**src/sv/colhist_pkg.sv**
```systemverilog
// Package for the colour histogram intersection engine: widths, reset values,
// register indexes and the command/status structs shared by controller and datapath.
// Depends on nothing; every other file of the block refers to it by scoped names.
`default_nettype none

package colhist_pkg;

    // Defaults for the top-level parameters.
    localparam int MAX_BUCKETS_DEF = 16;
    localparam int MAX_PIXELS_DEF  = 16777216;

    // Fixed field widths.
    localparam int CH_W   = 8;
    localparam int BC_W   = 5;
    localparam int DIST_W = 17;

    // Fixed-point result: 16 fraction bits, one point zero at the top.
    localparam int              FRAC_BITS = 16;
    localparam logic [DIST_W-1:0] DIST_ONE  = 17'h10000;

    // Reset value of the bucket count register.
    localparam logic [BC_W-1:0] BUCKET_COUNT_RESET = 5'd8;

    // Configuration port geometry; paddr[2] selects the register.
    localparam int   APB_ADDR_W       = 3;
    localparam int   APB_DATA_W       = 32;
    localparam logic REG_BUCKET_COUNT = 1'b0;

    // Commands from the controller to the datapath.
    typedef struct packed {
        logic load_pixel;
        logic new_target;
        logic clr_all;
        logic clr_tgt;
        logic cnt_step;
        logic calc_row;
        logic calc_addr;
        logic rd_bin;
        logic wr_bin;
        logic walk_setup;
        logic walk_count;
        logic walk;
        logic div_start;
        logic emit;
    } cmd_t;

    // Status from the datapath to the controller.
    typedef struct packed {
        logic cnt_last;
        logic pix_kind;
        logic pix_last;
        logic tgt_finished;
        logic pipe_busy;
        logic div_busy;
        logic out_free;
    } stat_t;

endpackage

`default_nettype wire

```
**src/sv/colhist_ctrl.sv**
```systemverilog
// Controller of the colour histogram engine: one-hot state machine that sequences
// pixel updates, clearing passes, the bin walk and the division. Uses colhist_pkg.
`default_nettype none

module colhist_ctrl (
    input  wire logic               clk,
    input  wire logic               rst_n,
    input  wire logic               in_valid,
    output logic                    in_ready,
    input  wire colhist_pkg::stat_t stat,
    output colhist_pkg::cmd_t       cmd
);

    typedef enum logic [12:0] {
        S_INIT  = 13'h0001,
        S_IDLE  = 13'h0002,
        S_ROW   = 13'h0004,
        S_CLR_T = 13'h0008,
        S_ADDR  = 13'h0010,
        S_READ  = 13'h0020,
        S_WRITE = 13'h0040,
        S_SETUP = 13'h0080,
        S_COUNT = 13'h0100,
        S_WALK  = 13'h0200,
        S_DRAIN = 13'h0400,
        S_DIV   = 13'h0800,
        S_EMIT  = 13'h1000
    } state_t;

    state_t state_reg;
    state_t state_next;

    // State register; reset starts the clearing pass over both stores.
    always_ff @(posedge clk or negedge rst_n)
    begin
        if (!rst_n)
        begin
            state_reg <= S_INIT;
        end
        else
        begin
            state_reg <= state_next;
        end
    end

    assign in_ready = (state_reg == S_IDLE);

    // Next state and commands.
    always_comb
    begin
        state_next = state_reg;
        cmd        = '0;
        case (state_reg)
            S_INIT:
            begin
                cmd.clr_all  = 1'b1;
                cmd.cnt_step = 1'b1;
                if (stat.cnt_last)
                begin
                    state_next = S_IDLE;
                end
            end
            S_IDLE:
            begin
                if (in_valid)
                begin
                    cmd.load_pixel = 1'b1;
                    state_next     = S_ROW;
                end
            end
            S_ROW:
            begin
                // A target pixel after a finished target starts a new target.
                if (!stat.pix_kind && stat.tgt_finished)
                begin
                    cmd.new_target = 1'b1;
                    state_next     = S_CLR_T;
                end
                else
                begin
                    cmd.calc_row = 1'b1;
                    state_next   = S_ADDR;
                end
            end
            S_CLR_T:
            begin
                cmd.clr_tgt  = 1'b1;
                cmd.cnt_step = 1'b1;
                if (stat.cnt_last)
                begin
                    state_next = S_ROW;
                end
            end
            S_ADDR:
            begin
                cmd.calc_addr = 1'b1;
                state_next    = S_READ;
            end
            S_READ:
            begin
                cmd.rd_bin = 1'b1;
                state_next = S_WRITE;
            end
            S_WRITE:
            begin
                cmd.wr_bin = 1'b1;
                if (stat.pix_kind && stat.pix_last)
                begin
                    state_next = S_SETUP;
                end
                else
                begin
                    state_next = S_IDLE;
                end
            end
            S_SETUP:
            begin
                cmd.walk_setup = 1'b1;
                state_next     = S_COUNT;
            end
            S_COUNT:
            begin
                cmd.walk_count = 1'b1;
                state_next     = S_WALK;
            end
            S_WALK:
            begin
                cmd.walk     = 1'b1;
                cmd.cnt_step = 1'b1;
                if (stat.cnt_last)
                begin
                    state_next = S_DRAIN;
                end
            end
            S_DRAIN:
            begin
                if (!stat.pipe_busy)
                begin
                    cmd.div_start = 1'b1;
                    state_next    = S_DIV;
                end
            end
            S_DIV:
            begin
                if (!stat.div_busy)
                begin
                    state_next = S_EMIT;
                end
            end
            S_EMIT:
            begin
                if (stat.out_free)
                begin
                    cmd.emit   = 1'b1;
                    state_next = S_IDLE;
                end
            end
            default:
            begin
                state_next = S_IDLE;
            end
        endcase
    end

endmodule

`default_nettype wire

```
**config.mk**
```make
export PLATFORM = sky130hd
export DESIGN_NAME = colhist_ctrl
export DESIGN_NICKNAME = d
export VERILOG_FILES = /design/src/sv/colhist_pkg.sv /design/src/sv/colhist_ctrl.sv
export SDC_FILE = /design/constraint.sdc
export NUM_CORES = 1
export LEC_CHECK = 0
export BUFFER_PORTS_ARGS = -buffer_cell sky130_fd_sc_hd__buf_2
export CORE_MARGIN = 8
export CORE_UTILIZATION = 52
export CTS_CLUSTER_SIZE = 28
export DETAILED_ROUTE_END_ITERATION = 8
export GPL_TIMING_DRIVEN = 0
export PLACE_DENSITY = 0.78
export SKIP_CTS_REPAIR_TIMING = 1
export SLEW_MARGIN = 30
export SYNTH_ARGS = -nofsm -noshare
export SYNTH_HDL_FRONTEND = slang
export SYNTH_SLANG_ARGS = --single-unit
```
**constraint.sdc**
```tcl
create_clock -name clk -period 3.38 [get_ports clk]
set_input_delay 0.845 -clock clk [delete_from_list [all_inputs] [get_ports clk]]
set_output_delay 0.845 -clock clk [all_outputs]
set_load 0.05 [all_outputs]
```
# --- Yosys cells after proc, flatten, opt, wreduce, memory -nomap -nowiden ---
# Index checks and enable logic that the tools add are counted.
word_totals:
  inputBits: 10
  regBits: 13
op_classes:
  muxes: 29
  n_reduce_logical: 5
  eq_ne: 20
op_table:
  columns: ["cell", "n"]
  rows:
  - ["$pmux 13 s13", 1]
  - ["$mux 13", 7]
  - ["$mux 1", 19]
  - ["$ne 2x2->1 const B", 7]
  - ["$eq 13x1->1 const B", 1]
  - ["$eq 13x10->1 const B", 1]
  - ["$eq 13x11->1 const B", 1]
  - ["$eq 13x12->1 const B", 1]
  - ["$eq 13x13->1 const B", 1]
  - ["$eq 13x2->1 const B", 1]
  - ["$eq 13x3->1 const B", 1]
  - ["$eq 13x4->1 const B", 1]
  - ["$eq 13x5->1 const B", 1]
  - ["$eq 13x6->1 const B", 1]
  - ["$eq 13x7->1 const B", 1]
  - ["$eq 13x8->1 const B", 1]
  - ["$eq 13x9->1 const B", 1]
  - ["$mux 8", 1]
  - ["$reduce_and 7->1", 1]
  - ["$mux 5", 1]
  - ["$reduce_or 3->1", 1]
  - ["$logic_and 1x1->1", 2]
  - ["$logic_not 1->1", 1]

# --- Logic depth before layout (Yosys ltp) ---
# Gate-level depths: netlist of run 1.
depth:
  ltp_word: 4
  ltp_mapped: 6
  depth_no_buf: 5

# --- Worst setup path before layout of run 1 ---
# No wires, ideal clock.
synth_path:
  path_type: "reg2out"
  start: "reg state_reg[2]"
  end: "out cmd[6] (netlist name)"
  arrival_ns: 2.784
  required_time_ns: 2.535
  stages_incl_launch_ff: 5
  slack_ns: -0.249
  n_path_buf: 1
  path_cell_list: "dfrtp_1 > buf_2 > nor4_2 > nand3_1 > nor4bb_1"
synth_lines:
  columns: ["item", "line", "rtl"]
  rows:
  - ["from (decl)", "colhist_ctrl.sv:30", "state_t state_reg;"]
  - ["from (signal assigned)", "colhist_ctrl.sv:42", "state_reg <= state_next;"]
  - ["to (decl)", "colhist_ctrl.sv:11", "output colhist_pkg::cmd_t cmd"]

==> impl_metrics.env, run 1 <==
export IMPL_crit_type="flop to output pin"
export IMPL_syn_mean_instance_area_um2=8.86
export IMPL_die_w_um=59.5
export IMPL_dieArea_um2=3540
export IMPL_pre_cts_ws_ps=385
export IMPL_ant_nets=0
export IMPL_status="finished, final reports clean"
export IMPL_area_growth_pct=22.5
export IMPL_cts_tree="done"
export IMPL_fmax_ghz=0.306
export IMPL_leakage_nw=0.599
export IMPL_ios=25
export IMPL_drcViolationCount=0
export IMPL_placed_cell_area_um2=1130
export IMPL_die_y_um=59.5
export IMPL_cts_clk_slew_worst_paths_ps=90
export IMPL_hold_class="input pin to asynchronous set/reset pin"
export IMPL_dr_pass1_iters=4
export IMPL_synth_ff_type="dfrtp_1"
export IMPL_grt_use_total_pct=14.1
export IMPL_ys_warn_count=0
export IMPL_period_share_pct=96.7
export IMPL_drt_total_wl_um=2370
export IMPL_wl_per_cell_um=14.2
export IMPL_ff_latch_area_um2=328
export IMPL_slew_headroom_pct=72.3
export IMPL_async_reset_ff_share_pct=100
export IMPL_design_area_um2=1200
export IMPL_finalClockSkew_ps=2.54
export IMPL_worst_slew_pin_slew_ps=416
export IMPL_drt_iter0_drc=23
export IMPL_worstPathArrival_ps=2420
export IMPL_synth_edf_count=0
export IMPL_utilization_pct=69.0
export IMPL_vdd_drop_max_mv=0.506
export IMPL_cp_start_kind="flop"
export IMPL_fin_nets=153
export IMPL_slew_violations=0
export IMPL_period_needed_ps=3270
export IMPL_grt_max_degree=14
export IMPL_cts_buffer_depth=2
export IMPL_crit_chain="nor4_4, nand4b_2, or4b_4, nor3b_4, buf_4, clkbuf_4"
export IMPL_rsz0062_at_grt="no"
export IMPL_ys_ff_latch=13
export IMPL_insertedDiodeCount=0
export IMPL_syn_cell_area_um2=983
export IMPL_vias=952
export IMPL_power_total_w=0.000707
export IMPL_drive_above_1_share_pct=34.5
export IMPL_p_per_area_nw_per_um2=587
export IMPL_largest_reg_flops=13
export IMPL_numPortBuffers=24
export IMPL_nFillCells=160
export IMPL_clk_latency_ps=270
export IMPL_clock_sinks=13
export IMPL_root_buffer="clkbuf_4"
export IMPL_antenna_found_initial=0
export IMPL_viasPerCell=5.70
export IMPL_core_um2=1750
export IMPL_cp_required_ps=2530
export IMPL_place_congestion=0.874
export IMPL_ys_seq_area_share_pct=33.2
export IMPL_setup_violations=0
export IMPL_cap_violations=0
export IMPL_grt_pass1_wl_um=3960
export IMPL_multi_input_area_um2=622
export IMPL_dp_hpwl_um=1780
export IMPL_grt_pass1_vias=901
export IMPL_synth_cell_type_count=43
export IMPL_cts_inserted_buffers=3
export IMPL_hold_violations=0
export IMPL_synthCells=111
export IMPL_row_count=15
export IMPL_grt_ovfl_total=0
export IMPL_cpMaxStageDelayCell="or4b_4"
export IMPL_worstSetupEndpointType="output pin"
export IMPL_path_max_fanout=5
export IMPL_start_util_pct=56.3
export IMPL_synth_nets=121
export IMPL_critPathMaxStageDelay_ps=550
export IMPL_setup_ws_ps=111
export IMPL_htreeDepth=1
-- final cells by class --
cell class	count	area share [%]
inverters	4	1.25
flip-flops and latches	13	27.2
repair buffers	27	12.0
well taps	25	2.60
clock buffers	4	2.18
multi-input cells	87	51.6
plain buffers	7	3.12
-- final timing paths --
kind / end / depth (start not counted) / from / slack, ps
setup / recovery: cmd[12] / 6 / state_reg[5]$_DFFE_PN0P_ / 110
hold / removal: state_reg[10]$_DFFE_PN0P_ / 1 / rst_n / 450
setup reg to reg: state_reg[1]$_DFFE_PN0P_ / 6 / state_reg[0]$_DFFE_PN1P_ / 1130
hold reg to reg: state_reg[5]$_DFFE_PN0P_ / 2 / state_reg[5]$_DFFE_PN0P_ / 620
max in group asynchronous: state_reg[0]$_DFFE_PN1P_ / 1 / rst_n / 2650
min in group clk: state_reg[5]$_DFFE_PN0P_ / 2 / state_reg[5]$_DFFE_PN0P_ / 620
-- power by group --
| part | total, W | internal [W] | switching (W) |
|---|---|---|---|
| clock network | 0.0000989 | 0.0000457 | 0.0000532 |
| logic | 0.000410 | 0.000156 | 0.000254 |
| registers | 0.000198 | 0.000175 | 0.0000226 |
-- critical path, delay by kind of cell, from the launching register on --
kind | cells | cell delay, ps
AND/OR/NAND/NOR | 4 | 1350
flip-flops | 1 | 450
buffers and inverters | 2 | 340
-- logic make-up (layout without fill, tap and decap cells) --
logic type | count (synthesis) | count (layout) | synth area share (%)
and+or+nand+nor | 62 | 62 | 43.1
buffers and inverters | 11 | 42 | 5.34
xor gates and xnor gates | 5 | 5 | 4.45
DFF | 13 | 13 | 33.2
muxes | 1 | 1 | 1.14
AOI/OAI and AO/OA | 19 | 19 | 12.7
-- stage by stage --
step                std cells  setup TNS (ps)  hold WS [ps]
global route              167               0           468
floorplan                 111            -495           536
detailed placement        160               0           603
finish                    167               0           449
CTS                       164               0           459
global placement          160               0           591
-- cells in the final DEF (no fill, tap or decap), drive strengths merged, types with 2 or more instances in the layout --
master / count
buf: 31
nor2: 16
dfrtp: 12
clkbuf: 7
nor3: 6
nand3: 5
nand3b: 5
nand2: 5
o21ai: 5
inv: 4
nor4bb: 4
a21oi: 4
or4b: 4
xor2: 3
nor4b: 3
nor4: 3
nor3b: 3
and3: 2
a21o: 2
xnor2: 2
o22ai: 2
nand4b: 2
a21boi: 2
-- synth_stat cells, types with 2 or more instances --
master    instances  area [um^2]
nor2_1           16         60.1
dfrtp_1          12          300
nand2_1           5         18.8
nand3_1           5         25.0
nand3b_1          5         37.5
nor3_1            5         25.0
a21oi_1           4         20.0
inv_1             4         15.0
nor4bb_1          4         40.0
o21ai_0           4         20.0
buf_2             3         15.0
nor4b_1           3         26.3
xor2_1            3         26.3
a21o_1            2         15.0
and3_1            2         12.5
buf_4             2         15.0
clkbuf_1          2         7.51
nor3b_1           2         15.0
o22ai_1           2         12.5
or4b_2            2         20.0
xnor2_1           2         17.5
-- routing by layer --
metal  global-route usage, %  vias to the layer above  routed length [um]
met5                       0                        -                   0
met4                    4.08                        0                  34
met3                    3.47                        6                 129
met2                    24.3                       20                1160
met1                    16.6                      449                1040
li1                        -                      477                   -
(Power assumes the default switching activity.)
==> inputs of run 2 (changes only) <==
CORE_UTILIZATION = 55   (was 52)
PLACE_DENSITY = 0.82   (was 0.78)
clock period = 3.9 ns   (was 3.38 ns; I/O delays follow)
==> run 2 against run 1 <==
  * Clock power fell by 9.6%
  * Combinational power fell by 16%
  * Largest cell class unchanged
  * Routed wire length rose by 1.5%
  * Sequential cell count did not move
  * Critical path type unchanged
==> impl_metrics.env, run 2 (synthesis results as in run 1) <==
export IMPL_cpMaxStageDelayCell="or4b_4"
export IMPL_seqPwrFrac_pct=28.2
export IMPL_critPathMaxStageDelay_ps=560
export IMPL_slew_violations=0
export IMPL_fin_nets=150
export IMPL_ios=25
export IMPL_clock_sinks=13
export IMPL_status="finished, final reports clean"
export IMPL_place_congestion=0.885
export IMPL_dr_pass1_iters=4
export IMPL_wl_per_cell_um=14.6
export IMPL_clkPwrFrac_pct=14.8
export IMPL_path_max_fanout=7
export IMPL_power_internal_w=0.000316
export IMPL_insertedDiodeCount=0
export IMPL_vias=965
export IMPL_grt_max_degree=14
export IMPL_crit_type="flop to output pin"
export IMPL_grt_pass1_wl_um=4070
export IMPL_cts_buffer_depth=2
export IMPL_fmax_ghz=0.288
export IMPL_htreeDepth=1
export IMPL_switching_share_pct=47.6
export IMPL_cp_start_kind="flop"
export IMPL_reg2reg_slack_ps=1660
export IMPL_finalClockSkew_ps=6.59
export IMPL_drcViolationCount=0
export IMPL_drt_total_wl_um=2400
export IMPL_cts_clk_slew_worst_paths_ps=90
export IMPL_period_share_pct=89.1
export IMPL_crit_chain="nor2_1, nand4b_2, or4b_4, nor3b_4, buf_4, buf_2"
export IMPL_grt_pass1_vias=930
export IMPL_clk_latency_ps=290
export IMPL_design_area_um2=1160
export IMPL_core_um2=1710
export IMPL_largest_reg_flops=13
export IMPL_finalSetupTns_ps=0
export IMPL_critical_path_top_delay_family="simple AND/OR/NAND/NOR gates"
export IMPL_setup_violations=0
export IMPL_viasPerCell=5.88
export IMPL_worst_slew_pin_slew_ps=536
export IMPL_leakage_nw=0.578
export IMPL_hold_class="input pin to asynchronous set/reset pin"
export IMPL_root_buffer="clkbuf_4"
export IMPL_cts_tree="done"
export IMPL_area_growth_pct=18.1
export IMPL_worstSetupEndpointType="output pin"
export IMPL_die_y_um=58.3
export IMPL_cap_violations=0
export IMPL_cp_required_ps=2920
export IMPL_worstPathArrival_ps=2500
export IMPL_reg2reg_to="state_reg[1]$_DFFE_PN0P_"
export IMPL_timing_rr_start="state_reg[0]$_DFFE_PN1P_"
export IMPL_p_per_area_nw_per_um2=520
export IMPL_ant_nets=0
export IMPL_start_util_pct=57.6
export IMPL_mostFrequentLayoutCells="buf_2, nor2_1, dfrtp_1"
export IMPL_hold_violations=0
export IMPL_path_buf_inv=2
export IMPL_die_w_um=58.3
export IMPL_p_sw_w=0.000287
export IMPL_rsz0062_at_grt="no"
export IMPL_cts_inserted_buffers=3
export IMPL_placed_cell_area_um2=1130
export IMPL_grt_ovfl_total=0
export IMPL_antenna_found_initial=0
export IMPL_row_count=15
export IMPL_dp_hpwl_um=1830
export IMPL_rr_worst_depth=6
export IMPL_grt_use_total_pct=15.6
export IMPL_layout_commonest_cell="buf_2"
export IMPL_numPortBuffers=24
export IMPL_slew_headroom_pct=64.0
export IMPL_dieArea_um2=3400
export IMPL_period_needed_ps=3480
export IMPL_drive_above_1_share_pct=31.7
export IMPL_combPwrFrac_pct=57.0
export IMPL_vdd_drop_max_mv=0.405
export IMPL_drt_iter0_drc=19
[run 2: stage by stage]
step | hold slack (ps) | utilization [%] | cells | total power (W) | setup WS [ps]
3_3_place_gp | 590 | 66.4 | 160 | 0.000505 | 799
5_1_grt | 575 | 68.0 | 164 | 0.000645 | 261
4_1_cts | 575 | 68.0 | 164 | 0.000601 | 430
6_report | 565 | 68.0 | 164 | 0.000603 | 424
3_5_place_dp | 600 | 66.4 | 160 | 0.000514 | 749
2_1_floorplan | 536 | - | 111 | 0.000445 | 141
[run 2: worst max-delay path by stage]
stage,startpoint,end,cells past startpoint
6_report,state_reg[9]$_DFFE_PN0P_,cmd[12],6
5_1_grt,state_reg[9]$_DFFE_PN0P_,cmd[12],6
4_1_cts,state_reg[9]$_DFFE_PN0P_,cmd[12],6
3_5_place_dp,state_reg[9]$_DFFE_PN0P_,cmd[12],6
3_3_place_gp,state_reg[7]$_DFFE_PN0P_,cmd[12],6
2_1_floorplan,state_reg[2]$_DFFE_PN0P_,cmd[6],4
[run 2: layer usage]
| metal | share of wire, % | vias to the layer above | track usage, % |
|---|---|---|---|
| li1 | - | 467 | - |
| met1 | 43 | 460 | 16.8 |
| met2 | 49 | 29 | 24.9 |
| met3 | 5.5 | 9 | 5.52 |
| met4 | 3.2 | 0 | 11.2 |
| met5 | 0 | - | 0 |
[run 2: power groups by stage]
stage / clock (W) / sequential (W) / combinational (W)
after detailed placement: 0 / 0.000172 / 0.000341
after global placement: 0 / 0.000171 / 0.000334
after global routing: 0.0000983 / 0.000172 / 0.000374
after floorplan: 0 / 0.000169 / 0.000276
after CTS: 0.0000886 / 0.000169 / 0.000343
final: 0.0000894 / 0.000170 / 0.000344
[run 2: area by class of cell]
type | instances | area [um^2]
Multi-Input combinational cell | 87 | 604
Tap cell | 25 | 31.3
Clock buffer | 4 | 26.3
Fill cell | 158 | 547
Inverter | 4 | 15.0
Sequential cell | 13 | 327
Buffer | 7 | 37.5
Timing Repair Buffer | 24 | 120
==> inputs of run 3 (changes only) <==
CELL_PAD_IN_SITES_DETAIL_PLACEMENT = 0   (was not set)
CELL_PAD_IN_SITES_GLOBAL_PLACEMENT = 2   (was not set)
CORE_UTILIZATION = 33   (was 55)
PLACE_DENSITY = not set   (was 0.82)
PLACE_DENSITY_LB_ADDON = 0.1   (was not set)
==> run 3 against run 2 <==
  * Combinational power is essentially flat
  * Cell count increased by 4.9%
  * Fmax increased by 0.83%
  * Core utilization decreased by 28 points
  * Via count decreased by 4.7%
  * Non-clock buffer count unchanged
  * Routed wire length grew 5.3%
  * Sequential cell count unchanged
==> impl_metrics.env, run 3 (synthesis results as in run 1) <==
export IMPL_status="finished, final reports clean"
export IMPL_cap_violations=0
export IMPL_clock_sinks=13
export IMPL_ff_latch_area_um2=327
export IMPL_worstSetupEndpointType="output pin"
export IMPL_period_share_pct=88.4
export IMPL_path_max_fanout=8
export IMPL_cts_inserted_buffers=3
export IMPL_drive_above_1_share_pct=31.7
export IMPL_cp_required_ps=2920
export IMPL_multi_input_area_um2=604
export IMPL_p_sw_w=0.000291
export IMPL_p_per_area_nw_per_um2=518
export IMPL_slew_headroom_pct=64.0
export IMPL_start_util_pct=33.3
export IMPL_grt_pass1_vias=951
export IMPL_period_needed_ps=3450
export IMPL_critPathMaxStageDelay_ps=550
export IMPL_pre_cts_ws_ps=752
export IMPL_cts_tree="done"
export IMPL_finalSetupTns_ps=0
export IMPL_drt_total_wl_um=2530
export IMPL_combPwrFrac_pct=56.9
export IMPL_dp_hpwl_um=1930
export IMPL_drcViolationCount=0
export IMPL_finalClockSkew_ps=4.03
export IMPL_cts_buffer_depth=2
export IMPL_layout_commonest_cell="buf_2"
export IMPL_seqPwrFrac_pct=28.1
export IMPL_rsz0062_at_grt="no"
export IMPL_fin_cells=172
export IMPL_placed_cells=168
export IMPL_worstPathArrival_ps=2470
export IMPL_cpMaxStageDelayCell="or4b_4"
export IMPL_dieArea_um2=4980
export IMPL_vdd_drop_max_mv=0.211
export IMPL_power_internal_w=0.000316
export IMPL_grt_pass1_wl_um=4420
export IMPL_setup_violations=0
export IMPL_reg2reg_slack_ps=1690
export IMPL_row_count=20
export IMPL_largest_reg_flops=13
export IMPL_switching_share_pct=47.9
export IMPL_fin_nets=150
export IMPL_ios=25
export IMPL_clkPwrFrac_pct=15.0
export IMPL_grt_ovfl_total=0
export IMPL_core_um2=2950
export IMPL_numPortBuffers=24
export IMPL_wl_per_cell_um=14.7
export IMPL_viasPerCell=5.35
export IMPL_cts_clk_slew_worst_paths_ps=90
export IMPL_cp_start_kind="flop"
export IMPL_setup_ws_ps=452
export IMPL_worst_slew_pin_slew_ps=536
export IMPL_root_buffer="clkbuf_4"
export IMPL_area_growth_pct=19.1
export IMPL_crit_type="flop to output pin"
export IMPL_mostFrequentLayoutCells="buf_2, nor2_1, dfrtp_1"
export IMPL_vias=920
export IMPL_grt_use_total_pct=10.8
export IMPL_power_total_w=0.000607
export IMPL_crit_chain="nor4_4, nand4b_2, or4b_4, nor3b_4, buf_4, buf_2"
export IMPL_design_area_um2=1170
export IMPL_hold_violations=0
export IMPL_drt_iter0_drc=29
export IMPL_grt_max_degree=14
export IMPL_insertedDiodeCount=0
export IMPL_leakage_nw=0.578
export IMPL_dr_pass1_iters=4
export IMPL_die_y_um=70.6
export IMPL_placed_cell_area_um2=1140
export IMPL_antenna_found_initial=0
export IMPL_fmax_ghz=0.290
export IMPL_die_w_um=70.6
export IMPL_hold_class="input pin to asynchronous set/reset pin"
export IMPL_ant_nets=0
export IMPL_nFillCells=313
export IMPL_clk_latency_ps=280
export IMPL_htreeDepth=1
export IMPL_slew_violations=0
export IMPL_place_congestion=0.830
## run 3: cell counts in the layout (fill, tap and decap cells not counted)
No cell type changed its count.
## run 3: layout make-up
type	count	share of cell area, %
Buffer	7	3.21
Inverter	4	1.28
Tap cell	33	3.53
Sequential cell	13	27.9
Clock buffer	4	2.24
Timing Repair Buffer	24	10.3
Multi-Input combinational cell	87	51.6
## run 3: worst paths after layout
check                                              start                        end  cells after the start
worst max-delay path            state_reg[4]$_DFFE_PN0P_                    cmd[12]                      6
worst min-delay path                               rst_n  state_reg[10]$_DFFE_PN0P_                      1
worst max register to register  state_reg[0]$_DFFE_PN1P_   state_reg[1]$_DFFE_PN0P_                      6
worst min register to register  state_reg[9]$_DFFE_PN0P_   state_reg[9]$_DFFE_PN0P_                      1
max in group asynchronous                          rst_n   state_reg[0]$_DFFE_PN1P_                      1
min in group clk                state_reg[9]$_DFFE_PN0P_   state_reg[9]$_DFFE_PN0P_                      1
## run 3: per-stage QoR
stage	hold WS (ps)	util [%]
final	575	39.7
after global routing	590	39.7
after CTS	580	39.7
after detailed placement	587	38.8
after global placement	593	38.8
after floorplan	536	-
## run 3: routing by layer
metal,part of all wire (%),track usage [%]
met5,0,0
met4,0.83,4.16
met3,6.6,3.25
met2,46,17.4
met1,47,13.1
## run 3: critical path, delay by kind of cell (launching register included)
| kind | cells | cell delay (ps) |
|---|---|---|
| DFF | 1 | 490 |
| buffers and inverters | 2 | 370 |
| and+or+nand+nor | 4 | 1320 |
## run 3: power groups by stage
| stage | combinational, W | sequential [W] | clock [W] |
|---|---|---|---|
| 2_1_floorplan | 0.000276 | 0.000169 | 0 |
| 3_3_place_gp | 0.000343 | 0.000172 | 0 |
| 3_5_place_dp | 0.000346 | 0.000173 | 0 |
| 4_1_cts | 0.000347 | 0.000170 | 0.0000934 |
| 5_1_grt | 0.000383 | 0.000173 | 0.000101 |
| 6_report | 0.000345 | 0.000171 | 0.0000909 |
